--- src/sv/assert_macros.svh ---
// Assertion macros used by the ramp generator RTL.
`ifndef ASSERT_MACROS_SVH
`define ASSERT_MACROS_SVH
`ifndef SYNTH
// Property must hold at every clock edge outside reset.
`define ASSERT_CLK(name, clk, rst_n, prop, msg) \
  name: assert property (@(posedge clk) disable iff (!rst_n) prop) else $error(msg);
// Condition must never be true outside reset.
`define ASSERT_NEVER(name, clk, rst_n, cond, msg) \
  name: assert property (@(posedge clk) disable iff (!rst_n) !(cond)) else $error(msg);
`else
`define ASSERT_CLK(name, clk, rst_n, prop, msg)
`define ASSERT_NEVER(name, clk, rst_n, cond, msg)
`endif
`endif

--- src/sv/ddlr_pkg.sv ---
// Types and constants of the dual DAC linear ramp generator.
package ddlr_pkg;

  localparam int unsigned DacBitsDef = 12;
  localparam int unsigned ActW       = 2;
  localparam int unsigned TgtW       = 16;
  localparam int unsigned TickW      = 16;

  typedef enum logic [ActW-1:0] {
    ACT_TICK  = 2'd0,
    ACT_START = 2'd1,
    ACT_SET   = 2'd2,
    ACT_NONE  = 2'd3
  } action_e;

endpackage

--- src/sv/ddlr_if.sv ---
// Handshake channels of the ramp generator: command beats in, status beats out.
interface ddlr_in_if;
  import ddlr_pkg::*;

  logic             valid;
  logic             ready;
  logic [ActW-1:0]  action;
  logic [TgtW-1:0]  target_ch1;
  logic [TgtW-1:0]  target_ch2;
  logic [TickW-1:0] ticks_ch1;
  logic [TickW-1:0] ticks_ch2;

  modport source (
    output valid, action, target_ch1, target_ch2, ticks_ch1, ticks_ch2,
    input  ready
  );
  modport sink (
    input  valid, action, target_ch1, target_ch2, ticks_ch1, ticks_ch2,
    output ready
  );
endinterface

interface ddlr_out_if #(
  parameter int unsigned DAC_BITS = ddlr_pkg::DacBitsDef
);
  logic                valid;
  logic                ready;
  logic [DAC_BITS-1:0] dac_ch1;
  logic [DAC_BITS-1:0] dac_ch2;
  logic                done_ch1;
  logic                done_ch2;
  logic                ticking;

  modport source (
    output valid, dac_ch1, dac_ch2, done_ch1, done_ch2, ticking,
    input  ready
  );
  modport sink (
    input  valid, dac_ch1, dac_ch2, done_ch1, done_ch2, ticking,
    output ready
  );
endinterface

--- src/sv/dual_dac_linear_ramp.sv ---
// Two-channel DAC ramp generator: direct loads and linear ramps toward targets.
//
// Usage:
//   in_i carries one command per beat: a ramp tick, a ramp start with a
//   target and tick count per channel, or a direct load of both outputs.
//   Targets saturate at full scale; a tick count of zero counts as one.
//   out_o returns one status beat per command: both output codes, the two
//   done flags and whether ticks are acted on, as left by that command.
// Timing:
//   Tick, load and unused commands: status beat in the cycle after acceptance.
//   Ramp start: the command runs through ST_DIV and then ST_FIN to the status
//   beat. The step is found by a bit-serial restoring divider per channel,
//   one quotient bit per cycle. A new command is taken only while the
//   divider is idle.
// Reset:
//   Outputs, positions, targets and steps clear to zero, both channels
//   read as done and ticking is off.
// Stall:
//   The status register holds while out_o.ready is low; a new command is
//   taken in the cycle the pending beat leaves, and a finished division
//   waits in place until the status register is free.
`include "assert_macros.svh"

module dual_dac_linear_ramp #(
  parameter int unsigned DAC_BITS = ddlr_pkg::DacBitsDef
) (
  input  logic clk_i,
  input  logic rst_ni,
  ddlr_in_if.sink    in_i,
  ddlr_out_if.source out_o
);
  import ddlr_pkg::*;

  localparam int unsigned SW   = DAC_BITS + 1;
  localparam int unsigned AW   = DAC_BITS + 2;
  localparam int unsigned CntW = (DAC_BITS > 1) ? $clog2(DAC_BITS) : 1;
  localparam logic [CntW-1:0] CntLast = CntW'(DAC_BITS - 1);
  localparam logic [TgtW-1:0] CodeMax = TgtW'((1 << DAC_BITS) - 1);

  typedef enum logic [1:0] {
    ST_IDLE,
    ST_DIV,
    ST_FIN
  } state_e;

  state_e               state_q, state_d;
  logic [CntW-1:0]      cnt_q, cnt_d;
  logic [DAC_BITS-1:0]  out_q  [2];
  logic [DAC_BITS-1:0]  out_d  [2];
  logic [DAC_BITS-1:0]  pos_q  [2];
  logic [DAC_BITS-1:0]  pos_d  [2];
  logic [DAC_BITS-1:0]  goal_q [2];
  logic [DAC_BITS-1:0]  goal_d [2];
  logic signed [SW-1:0] step_q [2];
  logic signed [SW-1:0] step_d [2];
  logic [1:0]           fin_q, fin_d;
  logic                 timer_q, timer_d;
  logic                 ovalid_q, ovalid_d;
  logic [DAC_BITS-1:0]  res_dac_q [2];
  logic [DAC_BITS-1:0]  res_dac_d [2];
  logic [1:0]           res_fin_q, res_fin_d;
  logic                 res_tmr_q, res_tmr_d;

  logic [DAC_BITS-1:0]  sgoal_q [2];
  logic [DAC_BITS-1:0]  dvd_q   [2];
  logic [DAC_BITS-1:0]  quo_q   [2];
  logic [TickW-1:0]     dvs_q   [2];
  logic [TickW-1:0]     rem_q   [2];
  logic [1:0]           neg_q, zero_q;

  logic [TgtW-1:0]      tgt    [2];
  logic [TickW-1:0]     tks    [2];
  logic [DAC_BITS-1:0]  sat    [2];
  logic [DAC_BITS-1:0]  mag    [2];
  logic [TickW:0]       rem_sh [2];
  logic                 qbit   [2];
  logic [TickW-1:0]     rem_nx [2];
  logic [DAC_BITS-1:0]  qmag   [2];
  logic signed [SW-1:0] step_nw [2];
  logic signed [AW-1:0] sum    [2];
  logic [1:0]           hit;
  logic [DAC_BITS-1:0]  tpos   [2];
  logic [1:0]           tfin;
  logic                 accept, out_free;

  assign tgt[0] = in_i.target_ch1;
  assign tgt[1] = in_i.target_ch2;
  assign tks[0] = in_i.ticks_ch1;
  assign tks[1] = in_i.ticks_ch2;

  assign out_free   = !ovalid_q || out_o.ready;
  assign in_i.ready = (state_q == ST_IDLE) && out_free;
  assign accept     = in_i.valid && in_i.ready;

  always_comb begin
    for (int i = 0; i < 2; i++) begin
      sat[i] = (tgt[i] > CodeMax) ? CodeMax[DAC_BITS-1:0] : tgt[i][DAC_BITS-1:0];
      mag[i] = (sat[i] > out_q[i]) ? (sat[i] - out_q[i]) : (out_q[i] - sat[i]);

      rem_sh[i] = {rem_q[i], dvd_q[i][DAC_BITS-1]};
      qbit[i]   = (rem_sh[i] >= {1'b0, dvs_q[i]});
      rem_nx[i] = qbit[i] ? TickW'(rem_sh[i] - {1'b0, dvs_q[i]}) : rem_sh[i][TickW-1:0];

      qmag[i]    = (quo_q[i] == '0) ? DAC_BITS'(1) : quo_q[i];
      step_nw[i] = neg_q[i] ? -$signed({1'b0, qmag[i]}) : $signed({1'b0, qmag[i]});

      sum[i]  = $signed({2'b00, pos_q[i]}) + $signed({step_q[i][SW-1], step_q[i]});
      hit[i]  = step_q[i][SW-1] ? (sum[i] <= $signed({2'b00, goal_q[i]}))
                                : (sum[i] >= $signed({2'b00, goal_q[i]}));
      tpos[i] = hit[i] ? goal_q[i] : sum[i][DAC_BITS-1:0];
      tfin[i] = fin_q[i] || hit[i];
    end
  end

  always_comb begin
    state_d   = state_q;
    cnt_d     = cnt_q;
    out_d     = out_q;
    pos_d     = pos_q;
    goal_d    = goal_q;
    step_d    = step_q;
    fin_d     = fin_q;
    timer_d   = timer_q;
    ovalid_d  = ovalid_q && !out_o.ready;
    res_dac_d = res_dac_q;
    res_fin_d = res_fin_q;
    res_tmr_d = res_tmr_q;

    unique case (state_q)
      ST_IDLE: begin
        if (accept) begin
          unique case (action_e'(in_i.action))
            ACT_TICK: begin
              if (timer_q) begin
                for (int i = 0; i < 2; i++) begin
                  if (!fin_q[i]) begin
                    pos_d[i] = tpos[i];
                    out_d[i] = tpos[i];
                  end
                end
                fin_d   = tfin;
                timer_d = !(tfin[0] && tfin[1]);
              end
            end
            ACT_START: begin
              cnt_d   = '0;
              state_d = ST_DIV;
            end
            ACT_SET: begin
              out_d = sat;
            end
            ACT_NONE: begin
            end
          endcase
          if (action_e'(in_i.action) != ACT_START) begin
            ovalid_d  = 1'b1;
            res_dac_d = out_d;
            res_fin_d = fin_d;
            res_tmr_d = timer_d;
          end
        end
      end
      ST_DIV: begin
        if (cnt_q == CntLast) begin
          cnt_d   = '0;
          state_d = ST_FIN;
        end else begin
          cnt_d = cnt_q + CntW'(1);
        end
      end
      ST_FIN: begin
        if (out_free) begin
          for (int i = 0; i < 2; i++) begin
            goal_d[i] = sgoal_q[i];
            pos_d[i]  = out_q[i];
            step_d[i] = step_nw[i];
          end
          fin_d     = zero_q;
          timer_d   = 1'b1;
          ovalid_d  = 1'b1;
          res_dac_d = out_q;
          res_fin_d = zero_q;
          res_tmr_d = 1'b1;
          state_d   = ST_IDLE;
        end
      end
      default: begin
        state_d = ST_IDLE;
      end
    endcase
  end

  always_ff @(posedge clk_i or negedge rst_ni) begin
    if (!rst_ni) begin
      state_q   <= ST_IDLE;
      cnt_q     <= '0;
      out_q     <= '{default: '0};
      pos_q     <= '{default: '0};
      goal_q    <= '{default: '0};
      step_q    <= '{default: '0};
      fin_q     <= 2'b11;
      timer_q   <= 1'b0;
      ovalid_q  <= 1'b0;
      res_dac_q <= '{default: '0};
      res_fin_q <= 2'b11;
      res_tmr_q <= 1'b0;
    end else begin
      state_q   <= state_d;
      cnt_q     <= cnt_d;
      out_q     <= out_d;
      pos_q     <= pos_d;
      goal_q    <= goal_d;
      step_q    <= step_d;
      fin_q     <= fin_d;
      timer_q   <= timer_d;
      ovalid_q  <= ovalid_d;
      res_dac_q <= res_dac_d;
      res_fin_q <= res_fin_d;
      res_tmr_q <= res_tmr_d;
    end
  end

  always_ff @(posedge clk_i) begin
    for (int i = 0; i < 2; i++) begin
      if (accept && (action_e'(in_i.action) == ACT_START)) begin
        sgoal_q[i] <= sat[i];
        dvd_q[i]   <= mag[i];
        quo_q[i]   <= '0;
        rem_q[i]   <= '0;
        dvs_q[i]   <= (tks[i] == '0) ? TickW'(1) : tks[i];
        neg_q[i]   <= (sat[i] <= out_q[i]);
        zero_q[i]  <= (sat[i] == out_q[i]);
      end else if (state_q == ST_DIV) begin
        rem_q[i] <= rem_nx[i];
        dvd_q[i] <= {dvd_q[i][DAC_BITS-2:0], 1'b0};
        quo_q[i] <= {quo_q[i][DAC_BITS-2:0], qbit[i]};
      end
    end
  end

  assign out_o.valid    = ovalid_q;
  assign out_o.dac_ch1  = res_dac_q[0];
  assign out_o.dac_ch2  = res_dac_q[1];
  assign out_o.done_ch1 = res_fin_q[0];
  assign out_o.done_ch2 = res_fin_q[1];
  assign out_o.ticking  = res_tmr_q;

  `ASSERT_CLK(a_idle_timer_fin, clk_i, rst_ni, !timer_q |-> (fin_q[0] && fin_q[1]),
              "ticking off with a channel unfinished")
  `ASSERT_NEVER(a_busy_ready, clk_i, rst_ni, (state_q != ST_IDLE) && in_i.ready,
                "command taken during division")
  `ASSERT_NEVER(a_cnt_idle, clk_i, rst_ni, (state_q != ST_DIV) && (cnt_q != '0),
                "bit counter live outside division")
  `ASSERT_NEVER(a_step_live, clk_i, rst_ni,
                (!fin_q[0] && step_q[0] == '0) || (!fin_q[1] && step_q[1] == '0),
                "zero step on unfinished channel")

endmodule

--- src/flat_wrapper.sv ---
// flat-port wrapper written by rule: the top's interface ports become plain ports
module dual_dac_linear_ramp_flat import ddlr_pkg::*;
#(
  parameter int unsigned DAC_BITS = ddlr_pkg::DacBitsDef
)
  (clk_i, rst_ni, in_i_valid, in_i_action, in_i_target_ch1, in_i_target_ch2, in_i_ticks_ch1, in_i_ticks_ch2, in_i_ready, out_o_valid, out_o_dac_ch1, out_o_dac_ch2, out_o_done_ch1, out_o_done_ch2, out_o_ticking, out_o_ready);
  ddlr_in_if in_i_i ();
  ddlr_out_if #(.DAC_BITS(DAC_BITS)) out_o_i ();
  input  logic clk_i;
  input  logic rst_ni;
  input wire logic [$bits(in_i_i.valid)-1:0] in_i_valid;
  input wire logic [$bits(in_i_i.action)-1:0] in_i_action;
  input wire logic [$bits(in_i_i.target_ch1)-1:0] in_i_target_ch1;
  input wire logic [$bits(in_i_i.target_ch2)-1:0] in_i_target_ch2;
  input wire logic [$bits(in_i_i.ticks_ch1)-1:0] in_i_ticks_ch1;
  input wire logic [$bits(in_i_i.ticks_ch2)-1:0] in_i_ticks_ch2;
  output wire logic [$bits(in_i_i.ready)-1:0] in_i_ready;
  output wire logic [$bits(out_o_i.valid)-1:0] out_o_valid;
  output wire logic [$bits(out_o_i.dac_ch1)-1:0] out_o_dac_ch1;
  output wire logic [$bits(out_o_i.dac_ch2)-1:0] out_o_dac_ch2;
  output wire logic [$bits(out_o_i.done_ch1)-1:0] out_o_done_ch1;
  output wire logic [$bits(out_o_i.done_ch2)-1:0] out_o_done_ch2;
  output wire logic [$bits(out_o_i.ticking)-1:0] out_o_ticking;
  input wire logic [$bits(out_o_i.ready)-1:0] out_o_ready;
  assign in_i_i.valid = in_i_valid;
  assign in_i_i.action = in_i_action;
  assign in_i_i.target_ch1 = in_i_target_ch1;
  assign in_i_i.target_ch2 = in_i_target_ch2;
  assign in_i_i.ticks_ch1 = in_i_ticks_ch1;
  assign in_i_i.ticks_ch2 = in_i_ticks_ch2;
  assign in_i_ready = in_i_i.ready;
  assign out_o_valid = out_o_i.valid;
  assign out_o_dac_ch1 = out_o_i.dac_ch1;
  assign out_o_dac_ch2 = out_o_i.dac_ch2;
  assign out_o_done_ch1 = out_o_i.done_ch1;
  assign out_o_done_ch2 = out_o_i.done_ch2;
  assign out_o_ticking = out_o_i.ticking;
  assign out_o_i.ready = out_o_ready;
  dual_dac_linear_ramp #(.DAC_BITS(DAC_BITS)) u_core (.clk_i(clk_i), .rst_ni(rst_ni), .in_i(in_i_i), .out_o(out_o_i));
endmodule
--- config.mk ---
export PLATFORM = sky130hd
export DESIGN_NAME = dual_dac_linear_ramp_flat
export DESIGN_NICKNAME = d
export VERILOG_FILES = /design/src/sv/ddlr_pkg.sv /design/src/sv/ddlr_if.sv /design/src/sv/dual_dac_linear_ramp.sv /design/src/flat_wrapper.sv
export VERILOG_INCLUDE_DIRS = /design/src /design/src/sv
export SDC_FILE = /design/constraint.sdc
export NUM_CORES = 1
export LEC_CHECK = 0
export BUFFER_PORTS_ARGS = -buffer_cell sky130_fd_sc_hd__buf_2
export CORE_ASPECT_RATIO = 1.2
export CORE_MARGIN = 2
export CORE_UTILIZATION = 35
export CTS_BUF_LIST = sky130_fd_sc_hd__clkbuf_4
export DETAILED_ROUTE_END_ITERATION = 7
export MAX_ROUTING_LAYER = met4
export SYNTH_ARGS = -nofsm -noshare
export SYNTH_HDL_FRONTEND = slang
export SYNTH_SLANG_ARGS = --single-unit
--- constraint.sdc ---
create_clock -name clk_i -period 4.8 [get_ports clk_i]
set_clock_uncertainty 0.1 [all_clocks]
set_input_delay 1.44 -clock clk_i [delete_from_list [all_inputs] [get_ports clk_i]]
set_output_delay 1.44 -clock clk_i [all_outputs]
set_load 0.05 [all_outputs]
==> flow_summary_export.csv, run 1 <==
group,metric,value,unit
die,ios,99,
min_path,min_to,"u_core.goal_q[23]",
min_path,min-delay-start,"u_core.sgoal_q[0][11]",
global_routing,gr-total-overflow,0,
worst_setup_path,timing.rr.start,"u_core.step_q[13]",
sta,hold_violations,0,
power_and_ir_drop,internal-power,8.19,mW
placed_design,dp_worst_setup_slack,-0.411,ns
finish,final_util,41.5,%
placed_design,dp.cells,2583,
route,routed_wl,47800,µm
clocking,cts_tree,"yes",
placed_design,dp_hpwl,34300,µm
power_and_ir_drop,switchingPower,6.34,mW
route,first_pass_iters,5,
power_and_ir_drop,power_frac_clock,16.8,%
clocking,cts_buffers,81,
yosys,netlist_area,17600,µm²
sta,max-slew-margin-rel,15.0,%
min_path,hold_depth,2,
power_and_ir_drop,seqPwrFrac,29.1,%
finish,fin_nets,2238,
global_routing,grt_pass1_wl,76800,µm
global_routing,track_usage,18.9,%
yosys,async_flop_share,49.1,%
finish,drive_gt1_share,19.7,%
sta,worstMarginPinSlew,1.27,ns
clocking,cts.clk_slew.worst_paths,0.07,ns
worst_setup_path,ff2ff_setup_slack,0.17,ns
finish,multi_input_area,9140,µm²
yosys,synth.avg_cell_area,9.53,µm²
yosys,yosys_warnings,0,
route,via_per_inst,5.31,
worst_setup_path,crit_path_end_kind,"register",
yosys,synth_cells,1843,
worst_setup_path,crit_arrival,5.19,ns
clocking,cts_sinks,275,
finish,regArea,7580,µm²
power_and_ir_drop,vdd_ir_drop_max,391,µV
clocking,cts_root_buffer,"clkbuf_4",
placed_design,gp_congestion,0.875,
route,ant_nets,0,
die,core_area,49400,µm²
sta,rsz0062_at_grt,"yes",
die,row_count,89,
finish,fillerInstances,4965,
die,die-width,209,µm
yosys,synth_ff_type,"edfxtp_1",
power_and_ir_drop,powerDensity,708,nW/µm²
worst_setup_path,crit_fanout,3,
clocking,clk_path_buf_depth,3,
route,wl_per_cell,17.5,µm
yosys,ys_seq_elements,275,
die,die_area,52000,µm²
power_and_ir_drop,leakagePower,9.16,nW
route,route.vias.total,14510,
yosys,synth-seq-area-share,43.1,%
finish,finalNonFillerCells,2733,
sta,clock.fmax,216,MHz
global_routing,grt_start_max_net_pins,93,
sta,period_share,96.5,%
clocking,clkLatencyLatePin,0.78,ns
sta,fin_ws,0.169,ns
worst_setup_path,ff2ff_path_depth,19,
sta,finalMaxSlewViolations,0,
placed_design,port_buffers,98,
power_and_ir_drop,p_comb_share,54.1,%
worst_setup_path,crit_required,5.36,ns
clocking,htree_levels,3,
die,start_util,35.5,%
placed_design,dpl_cell_area,19300,µm²
sta,final-setup-viol-count,0,
sta,post-route-min-period,4.63,ns
global_routing,grt_pass1_vias,14753,
min_path,hp-class,"register to register",
yosys,synth_edf_count,139,
yosys,synth_fp_nets,2050,
global_routing,antenna_found_initial,2,
worst_setup_path,worstReg2RegEnd,"u_core.out_o.dac_ch1[1]",
route,drt-initial-drc-count,626,
power_and_ir_drop,switching_share,43.6,%
worst_setup_path,worstSetupPathType,"register to register",
worst_setup_path,cp-startpoint,"u_core.step_q[13]",
job,maxCapViolCount,0,
route,drc,0,
yosys,yosysUniqueCellTypes,87,
die,die_h,249,µm
run_status,status,"completed",
finish,fin_area,20500,µm²
finish,areaGrowthSynthToFinish,16.8,%
worst_setup_path,startpoint_type,"register",
## power by group through the flow
| stage | combinational, mW | sequential (mW) | clock, mW |
|---|---|---|---|
| floorplan | 5.34 | 4.45 | 0 |
| global placement | 7.64 | 4.25 | 0 |
| detailed placement | 7.77 | 4.26 | 0 |
| global route | 8.76 | 4.35 | 2.66 |
| CTS | 7.83 | 4.23 | 2.54 |
| finish | 7.86 | 4.23 | 2.44 |
## critical path, cell delays in order, from the launching register on
cell and delay (ns):
dfrtp_1 0.39, ha_2 0.20, fa_2 0.35, a211oi_2 0.23, o21bai_1 0.12, a21bo_2 0.23
o41ai_4 0.35, xnor2_2 0.15, ha_1 0.33, and4_1 0.21, o211ai_1 0.12, a31o_2 0.24
a21oi_2 0.16, a31oi_1 0.08, o21ai_2 0.22, buf_4 0.16, mux2_2 0.34, a222oi_1 0.31
buf_4 0.18, a21oi_1 0.06
## cell usage in the layout, fill, tap and decap left out, drive strengths merged, types with 11 or more instances in the layout
master,n
mux2,14
nand2,160
xor2,40
buf,208
nand3,33
inv,139
a31oi,36
and3,15
o21ai,195
o41ai,12
a22oi,12
xnor2,41
a21o,25
o21bai,14
a211oi,16
or3,15
dfrtp,131
and2,37
clkinv,18
a21oi,94
mux2i,51
a221oi,11
o21a,20
nor2b,22
edfxtp,139
clkbuf,122
nor2,137
nand2b,27
nand4,12
nor3,37
ha,129
## timing repair
item                                    in CTS  in global routing
endpoints found under the setup margin       1                 51
gates resized for setup                      0                 14
hold buffers                                 0                  0
setup buffers                                1                  1
endpoints found under the hold margin        0                  0
pin swaps                                    1                  7
## synth_stat cells, types with 27 or more instances
master | n | area share (%)
xor2_1 | 40 | 2.0
nor2_1 | 136 | 2.9
edfxtp_1 | 139 | 24
a21oi_1 | 93 | 2.6
nand3_1 | 33 | 0.94
nand2b_1 | 27 | 0.96
inv_1 | 139 | 3.0
nand2_1 | 160 | 3.4
a31oi_1 | 35 | 1.2
nor3_1 | 36 | 1.0
ha_1 | 129 | 9.2
xnor2_1 | 41 | 2.0
o21ai_0 | 176 | 5.0
clkbuf_1 | 86 | 1.8
and2_1 | 37 | 1.3
dfrtp_1 | 131 | 19
mux2i_1 | 50 | 2.8
## per-layer routing
layer | GRT usage (%) | vias up | routed length (µm)
met3 | 3.70 | 122 | 2580
met5 | - | - | 0
li1 | - | 7023 | -
met1 | 23.1 | 6979 | 21000
met2 | 30.1 | 386 | 22500
met4 | 8.86 | 0 | 1730
## cell type report
cell class,instances,area share (%)
Antenna cell,2,0.0244
Tap cell,637,3.88
Clock buffer,122,4.46
Sequential cell,275,36.9
Timing Repair Buffer,208,6.75
Inverter,139,2.56
Multi-Input combinational cell,1326,44.5
Clock inverter,24,0.896
## logic make-up after synthesis
group	after synthesis	synth area share (%)
AND/OR/NAND/NOR	535	14.6
AO/OA/AOI/OAI	508	18.7
flip-flops	275	43.1
buffers and inverters	242	5.56
adder cells (fa/ha/maj)	137	10.1
XOR/XNOR	81	4.04
multiplexers	65	3.89
## through the flow
step	setup TNS, ns	hold WS (ns)	power, mW
after global placement	-1.87	0.331	11.9
after floorplan	0	0.326	9.79
final	0	0.349	14.5
after CTS	0	0.349	14.6
after detailed placement	-2.37	0.343	12.0
after global routing	-0.0164	0.363	15.8
## state kept, by name, summed over array words and instances (netlist names), 12 cells and up
name and cells:
u_core.quo_q 24, u_core.rem_q 32, u_core.goal_q 24, u_core.pos_q 24
u_core.dvd_q 24, u_core.sgoal_q 24, u_core.out_o.dac_ch2 12, u_core.dvs_q 32
u_core.out_q 24, u_core.out_o.dac_ch1 12, u_core.step_q 26
## worst max-delay path by stage
stage | cells past startpoint | endpoint | slack, ns
2_1_floorplan | 15 | u_core.dvd_q[1][9] | 0.009
3_3_place_gp | 17 | u_core.dvd_q[1][9] | -0.40
3_5_place_dp | 17 | u_core.dvd_q[1][9] | -0.41
4_1_cts | 19 | u_core.out_o.dac_ch1[0] | 0.005
5_1_grt | 19 | u_core.out_o.dac_ch1[1] | -0.01
6_report | 19 | u_core.out_o.dac_ch1[1] | 0.17
(Power assumes the default switching activity.)
==> inputs of run 2 (changes only) <==
--- a/config.mk
+++ b/config.mk
@@ -8,7 +8,6 @@
 export LEC_CHECK = 0
 export BUFFER_PORTS_ARGS = -buffer_cell sky130_fd_sc_hd__buf_2
 export CORE_ASPECT_RATIO = 1.2
-export CORE_MARGIN = 2
 export CORE_UTILIZATION = 35
 export CTS_BUF_LIST = sky130_fd_sc_hd__clkbuf_4
 export DETAILED_ROUTE_END_ITERATION = 7
==> constraint.sdc (replaced) <==
create_clock -name clk_i -period 4.8 [get_ports clk_i]
set_clock_uncertainty 0.1 [all_clocks]
set_input_delay 0.24 -clock clk_i [delete_from_list [all_inputs] [get_ports clk_i]]
set_output_delay 0.24 -clock clk_i [all_outputs]
set_load 0.05 [all_outputs]
==> run 2 against run 1 <==
Compared with the run above:
- count of clock-buffer cells in the layout increased by 3
- the flow now finishes with violations (design-rule violations)
- global-route usage grew 1.1 points
- sequential power grew 1%
- routed wire length rose by 3.4%
- via count grew 1.1%
- critical endpoint is now u_core.out_o.dac_ch1[0]
==> flow_summary_export.csv, run 2 (synthesis results as in run 1) <==
group,metric,value,unit
route,drc,6,
placed_design,gp_congestion,0.877,
worst_setup_path,ff2ff_setup_slack,0.23,ns
worst_setup_path,worstReg2RegEnd,"u_core.out_o.dac_ch1[0]",
sta,period_share,95.2,%
worst_setup_path,timing.rr.start,"u_core.step_q[13]",
min_path,hold_depth,2,
worst_setup_path,crit_required,5.37,ns
clocking,cts_buffers,80,
power_and_ir_drop,p_total,14.3,mW
route,route.met3.wl,2460,µm
die,core_area,49300,µm²
global_routing,grt_pass1_vias,14612,
worst_setup_path,crit_family,"compound AO/OA/AOI/OAI gates",
die,row_count,89,
route,routed_wl,49500,µm
global_routing,antenna_found_initial,1,
route,routed.top_layer,"met4",
worst_setup_path,crit_arrival,5.14,ns
global_routing,gr-total-overflow,0,
worst_setup_path,crit_path_end_kind,"register",
die,ios,99,
clocking,clkLatencyLatePin,0.80,ns
route,wl_met2,23900,µm
min_path,min_to,"u_core.dvs_q[0][15]",
finish,drive_gt1_share,15.7,%
sta,final-setup-viol-count,0,
placed_design,dp_hpwl,34200,µm
worst_setup_path,ff2ff_path_depth,17,
sta,clock.fmax,219,MHz
worst_setup_path,cp_num_buf_inv,0,
global_routing,grt_start_max_net_pins,70,
global_routing,track_usage,20.0,%
job,maxCapViolCount,0,
clocking,cts_sinks,275,
finish,fin_area,20800,µm²
min_path,min-delay-start,"in_i_ticks_ch1[15]",
global_routing,grt_pass1_wl,77600,µm
power_and_ir_drop,p_comb_share,53.7,%
finish,multi_input_area,9090,µm²
worst_setup_path,critPathMaxStageDelay,0.41,ns
placed_design,dpl_cell_area,18700,µm²
finish,regArea,7580,µm²
sta,finalMaxSlewViolations,0,
route,wl_per_cell,18.0,µm
clocking,clk_path_buf_depth,3,
die,die_h,247,µm
worst_setup_path,crit_fanout,5,
die,die_area,51100,µm²
placed_design,port_buffers,98,
sta,max-slew-margin-rel,16.5,%
placed_design,dp.cells,2509,
clocking,cts_root_buffer,"clkbuf_4",
power_and_ir_drop,power_frac_clock,16.3,%
sta,worstMarginPinSlew,1.24,ns
route,ant_nets,0,
finish,areaGrowthSynthToFinish,18.5,%
route,via_per_inst,5.32,
worst_setup_path,startpoint_type,"register",
finish,mostFrequentLayoutCells,"o21ai_0, nand2_1, edfxtp_1, inv_1, nor2_1",
route,first_pass_iters,7,
finish,reg.largest.list,"u_core.dvs_q: 32 flops, u_core.rem_q: 32 flops, u_core.step_q: 26 flops",
finish,fin_nets,2257,
sta,hold_violations,0,
power_and_ir_drop,leakagePower,9.18,nW
finish,layout_commonest_cell,"o21ai_0",
route,wl_met1,21600,µm
power_and_ir_drop,switching_share,44.6,%
finish,finalNonFillerCells,2754,
worst_setup_path,crit_chain,"ha_1, fa_1, a211oi_1, o21bai_1, a21bo_2, o41ai_4, xnor2_2, ha_1, a21oi_1, o21ai_0, a21oi_1, o21ai_0, nand4b_1, o21ai_2, mux2_2, a222oi_1, a21oi_1",
sta,post-route-min-period,4.57,ns
power_and_ir_drop,vdd_ir_drop_max,375,µV
clocking,cts_tree,"yes",
power_and_ir_drop,internal-power,7.92,mW
clocking,cts.clk_slew.worst_paths,0.06,ns
worst_setup_path,cp-startpoint,"u_core.step_q[13]",
die,start_util,35.6,%
worst_setup_path,worstSetupPathType,"register to register",
run_status,status,"finished, violations left",
min_path,hp-class,"input pin to register",
finish,fillerInstances,4876,
power_and_ir_drop,switchingPower,6.36,mW
die,die-width,207,µm
route,route.vias.total,14664,
power_and_ir_drop,powerDensity,686,nW/µm²
worst_setup_path,crit_slowest_cell,"fa_1",
route,drt-initial-drc-count,923,
clocking,htree_levels,3,
worst_setup_path,path_common_cell,"a21oi_1",
run_status,violations,"design-rule violations",
power_and_ir_drop,seqPwrFrac,30.0,%
## run 2: changes by cell type in the layout (fill, tap and decap cells not counted), moves of 3 or more
| cell | before | now |
|---|---|---|
| buf_4 | 105 | 32 |
| clkbuf_4 | 122 | 125 |
| o21ai_1 | 21 | 18 |
| o21ai_0 | 172 | 175 |
| dlygate4sd3_1 | 0 | 94 |
## run 2: layer usage
metal	global-route usage, %	vias up
met3	3.56	112
met4	8.37	0
met5	-	-
li1	-	7060
met2	32.8	426
met1	24.1	7066
## run 2: worst max path at each step
stage,to,slack [ns],cells after the start
4_1_cts,u_core.out_o.dac_ch1[0],0.02,17
6_report,u_core.out_o.dac_ch1[0],0.23,17
2_1_floorplan,u_core.cnt_q[2],0.13,10
3_5_place_dp,u_core.out_o.dac_ch1[0],0.05,17
3_3_place_gp,u_core.out_o.dac_ch1[2],0.10,17
5_1_grt,u_core.out_o.dac_ch1[2],-0.02,17
## run 2: cell type report
class	instances	share of cell area [%]
clock inverter	23	0.637
antenna	1	0.0120
inverter	139	2.50
timing repair buffer	228	8.48
sequential	275	36.4
multi-input combinational	1326	43.7
clock buffer	125	4.51
tap	637	3.83
## run 2: power groups by stage
stage          logic (mW)  clock network (mW)  registers, mW
2_1_floorplan        5.33                   0           4.46
3_3_place_gp         7.40                   0           4.28
5_1_grt              8.49                2.54           4.38
4_1_cts              7.63                2.43           4.27
3_5_place_dp         7.52                   0           4.30
6_report             7.67                2.33           4.28
## run 2: metrics by stage
stage	hold slack (ns)	setup TNS [ns]	utilization [%]	setup WS (ns)
floorplan	-0.156	0	-	0.126
global placement	0.265	0	38.0	0.104
detailed placement	0.272	0	38.0	0.0468
CTS	0.000371	0	42.1	0.0164
global route	0.0329	-0.0234	42.2	-0.0234
finish	0.103	0	42.2	0.230
## run 2: what timing repair did
item,in CTS,in global routing
resized for setup,0,7
hold buffers,95,0
setup buffers,0,1
setup endpoints to repair,0,32
hold endpoints to repair,193,0
==> inputs of run 3 (changes only) <==
--- a/config.mk
+++ b/config.mk
@@ -7,11 +7,13 @@
 export NUM_CORES = 1
 export LEC_CHECK = 0
 export BUFFER_PORTS_ARGS = -buffer_cell sky130_fd_sc_hd__buf_2
+export CELL_PAD_IN_SITES_DETAIL_PLACEMENT = 1
+export CELL_PAD_IN_SITES_GLOBAL_PLACEMENT = 1
 export CORE_ASPECT_RATIO = 1.2
 export CORE_UTILIZATION = 35
 export CTS_BUF_LIST = sky130_fd_sc_hd__clkbuf_4
 export DETAILED_ROUTE_END_ITERATION = 7
-export MAX_ROUTING_LAYER = met4
+export PLACE_DENSITY_LB_ADDON = 0.1
 export SYNTH_ARGS = -nofsm -noshare
 export SYNTH_HDL_FRONTEND = slang
 export SYNTH_SLANG_ARGS = --single-unit
==> run 3 against run 2 <==
Compared with the run above:
- the run still ends with design-rule violations left
- count of clock-buffer cells in the layout increased by 5
- fmax rose by 1.0%
- final cell count increased by 0.47%
- sequential power barely moved
- critical path depth did not move
- routed wire length rose by 15%
- flip-flop and latch count did not move
- largest cell class unchanged
==> flow_summary_export.csv, run 3 (synthesis results as in run 1) <==
group,metric,value,unit
run_status,status,"finished, violations left",
run_status,violations,"design-rule violations",
die,row_count,89,
global_routing,gr-usage-met3,4.14,%
finish,mostFrequentLayoutCells,"o21ai_0, nand2_1, edfxtp_1, inv_1, nor2_1",
power_and_ir_drop,powerDensity,694,nW/µm²
route,drc,8,
die,start_util,35.6,%
route,ant_nets,0,
worst_setup_path,crit_chain,"ha_2, fa_2, a211oi_2, o21bai_1, a21bo_2, o41ai_2, xnor2_1, ha_1, and4_1, o211ai_1, a31o_2, a21oi_2, a31oi_1, o21ai_4, mux2_2, a222oi_1, a21oi_1",
clocking,cts_root_buffer,"clkbuf_4",
sta,clock.fmax,221,MHz
worst_setup_path,crit_path_end_kind,"register",
placed_design,dp.cells,2508,
finish,drive_gt1_share,16.5,%
power_and_ir_drop,leakagePower,9.22,nW
clocking,clkLatencyLatePin,0.83,ns
placed_design,dp_hpwl,39900,µm
power_and_ir_drop,internal-power,7.93,mW
worst_setup_path,timing.rr.start,"u_core.step_q[13]",
worst_setup_path,crit_required,5.37,ns
worst_setup_path,cp_num_buf_inv,0,
route,route.vias.total,14780,
route,first_pass_iters,8,
finish,multi_input_area,9130,µm²
power_and_ir_drop,power_frac_clock,16.8,%
worst_setup_path,critPathMaxStageDelay,0.39,ns
clocking,htree_levels,3,
finish,finalNonFillerCells,2767,
global_routing,met1_usage,24.4,%
global_routing,track_usage,22.6,%
die,ios,99,
worst_setup_path,worstSetupPathType,"register to register",
global_routing,grt_pass1_wl,88300,µm
clocking,cts_sinks,275,
sta,post-route-min-period,4.52,ns
finish,regArea,7580,µm²
sta,worstMarginPinSlew,1.27,ns
min_path,hp-class,"input pin to register",
die,core_area,49300,µm²
clocking,cts_tree,"yes",
placed_design,gp_congestion,0.827,
job,maxCapViolCount,0,
placed_design,dpl_cell_area,18700,µm²
clocking,cts_buffers,84,
finish,layout_commonest_cell,"o21ai_0",
worst_setup_path,worstReg2RegEnd,"u_core.out_o.dac_ch1[1]",
worst_setup_path,crit_family,"compound AO/OA/AOI/OAI gates",
worst_setup_path,cp-startpoint,"u_core.step_q[13]",
worst_setup_path,ff2ff_setup_slack,0.28,ns
sta,max-slew-margin-rel,15.0,%
route,routed_wl,56800,µm
sta,hold_violations,0,
finish,final_util,42.5,%
route,wl_per_cell,20.5,µm
global_routing,gr-max-usage-layer,"met2",
worst_setup_path,path_depth,17,
placed_design,port_buffers,98,
sta,period_share,94.2,%
clocking,cts.clk_slew.worst_paths,0.07,ns
finish,fin_area,20900,µm²
die,die-width,207,µm
global_routing,gr-total-overflow,0,
global_routing,grt_start_max_net_pins,61,
route,drt-initial-drc-count,546,
finish,areaGrowthSynthToFinish,19.2,%
global_routing,grt_use_met2,42.0,%
die,die_area,51100,µm²
power_and_ir_drop,p_comb_share,53.5,%
route,via_per_inst,5.34,
worst_setup_path,startpoint_type,"register",
finish,fillerInstances,5676,
power_and_ir_drop,vdd_ir_drop_max,383,µV
sta,final-setup-viol-count,0,
worst_setup_path,ff2ff_path_depth,17,
sta,whs,0.0754,ns
power_and_ir_drop,switchingPower,6.60,mW
die,die_h,247,µm
power_and_ir_drop,switching_share,45.4,%
sta,finalMaxSlewViolations,0,
worst_setup_path,cp-endpoint,"u_core.out_o.dac_ch1[1]",
global_routing,grt_pass1_vias,15898,
finish,reg.largest.list,"u_core.dvs_q: 32 flops, u_core.rem_q: 32 flops, u_core.step_q: 26 flops",
clocking,clk_path_buf_depth,3,
worst_setup_path,crit_fanout,5,
worst_setup_path,crit_arrival,5.09,ns
worst_setup_path,crit_slowest_cell,"mux2_2",
power_and_ir_drop,seqPwrFrac,29.7,%
finish,fin_nets,2270,
global_routing,antenna_found_initial,2,
run 3: per-layer routing:
layer / wire length (µm) / share of wire [%] / up-vias
met1: 22400 / 39 / 7308
met4: 2180 / 3.8 / 2
li1: - / - / 7079
met5: 13 / 0.023 / -
met2: 29900 / 53 / 281
met3: 2310 / 4.1 / 110
run 3: final cells by class:
type,count,share of cell area (%)
inverters,139,2.49
clock inverters,22,0.585
well taps,637,3.81
repair buffers,237,8.68
diodes,1,0.0119
multi-input cells,1326,43.6
clock buffers,130,4.66
flip-flops and latches,275,36.2
run 3: worst min path at each step:
stage / start / to / slack (ns) / cells past startpoint
after global routing: in_i_ticks_ch1[15] / u_core.dvs_q[0][15] / 0.04 / 2
final: in_i_ticks_ch1[15] / u_core.dvs_q[0][15] / 0.08 / 2
after floorplan: rst_ni / u_core.cnt_q[0] / -0.16 / 0
after detailed placement: rst_ni / u_core.out_q[10] / 0.06 / 1
after global placement: rst_ni / u_core.out_o.dac_ch2[10] / 0.06 / 1
after CTS: in_i_ticks_ch2[4] / u_core.dvs_q[0][20] / 0.0001 / 2
run 3: timing repair:
| item | in CTS | in global routing |
|---|---|---|
| setup buffers | 1 | 8 |
| pin swaps | 1 | 5 |
| hold endpoints to repair | 236 | 0 |
| hold buffers | 97 | 0 |
| endpoints found under the setup margin | 22 | 52 |
| resized for setup | 2 | 9 |
run 3: worst reg2reg max path: cells and delay by family (launching register included):
kind / cells / cell delay (ns)
simple gates: 1 / 0.21
xor+xnor: 1 / 0.16
fa+ha+maj: 3 / 0.94
mux: 1 / 0.39
flops: 1 / 0.38
compound gates: 11 / 2.21
run 3: per-stage QoR:
| stage | setup TNS (ns) | power [mW] | worst slack (ns) |
|---|---|---|---|
| after floorplan | 0 | 9.79 | 0.126 |
| after global placement | 0 | 11.8 | 0.00308 |
| after detailed placement | -1.19 | 12.0 | -0.168 |
| after CTS | 0 | 14.6 | 0.0672 |
| after global routing | -0.0137 | 15.7 | -0.00899 |
| final | 0 | 14.5 | 0.277 |
run 3: power by group through the flow:
stage | logic, mW | clock network, mW | registers, mW
4_1_cts | 7.72 | 2.55 | 4.33
3_5_place_dp | 7.59 | 0 | 4.36
3_3_place_gp | 7.43 | 0 | 4.35
2_1_floorplan | 5.33 | 0 | 4.46
6_report | 7.78 | 2.45 | 4.31
5_1_grt | 8.65 | 2.67 | 4.41
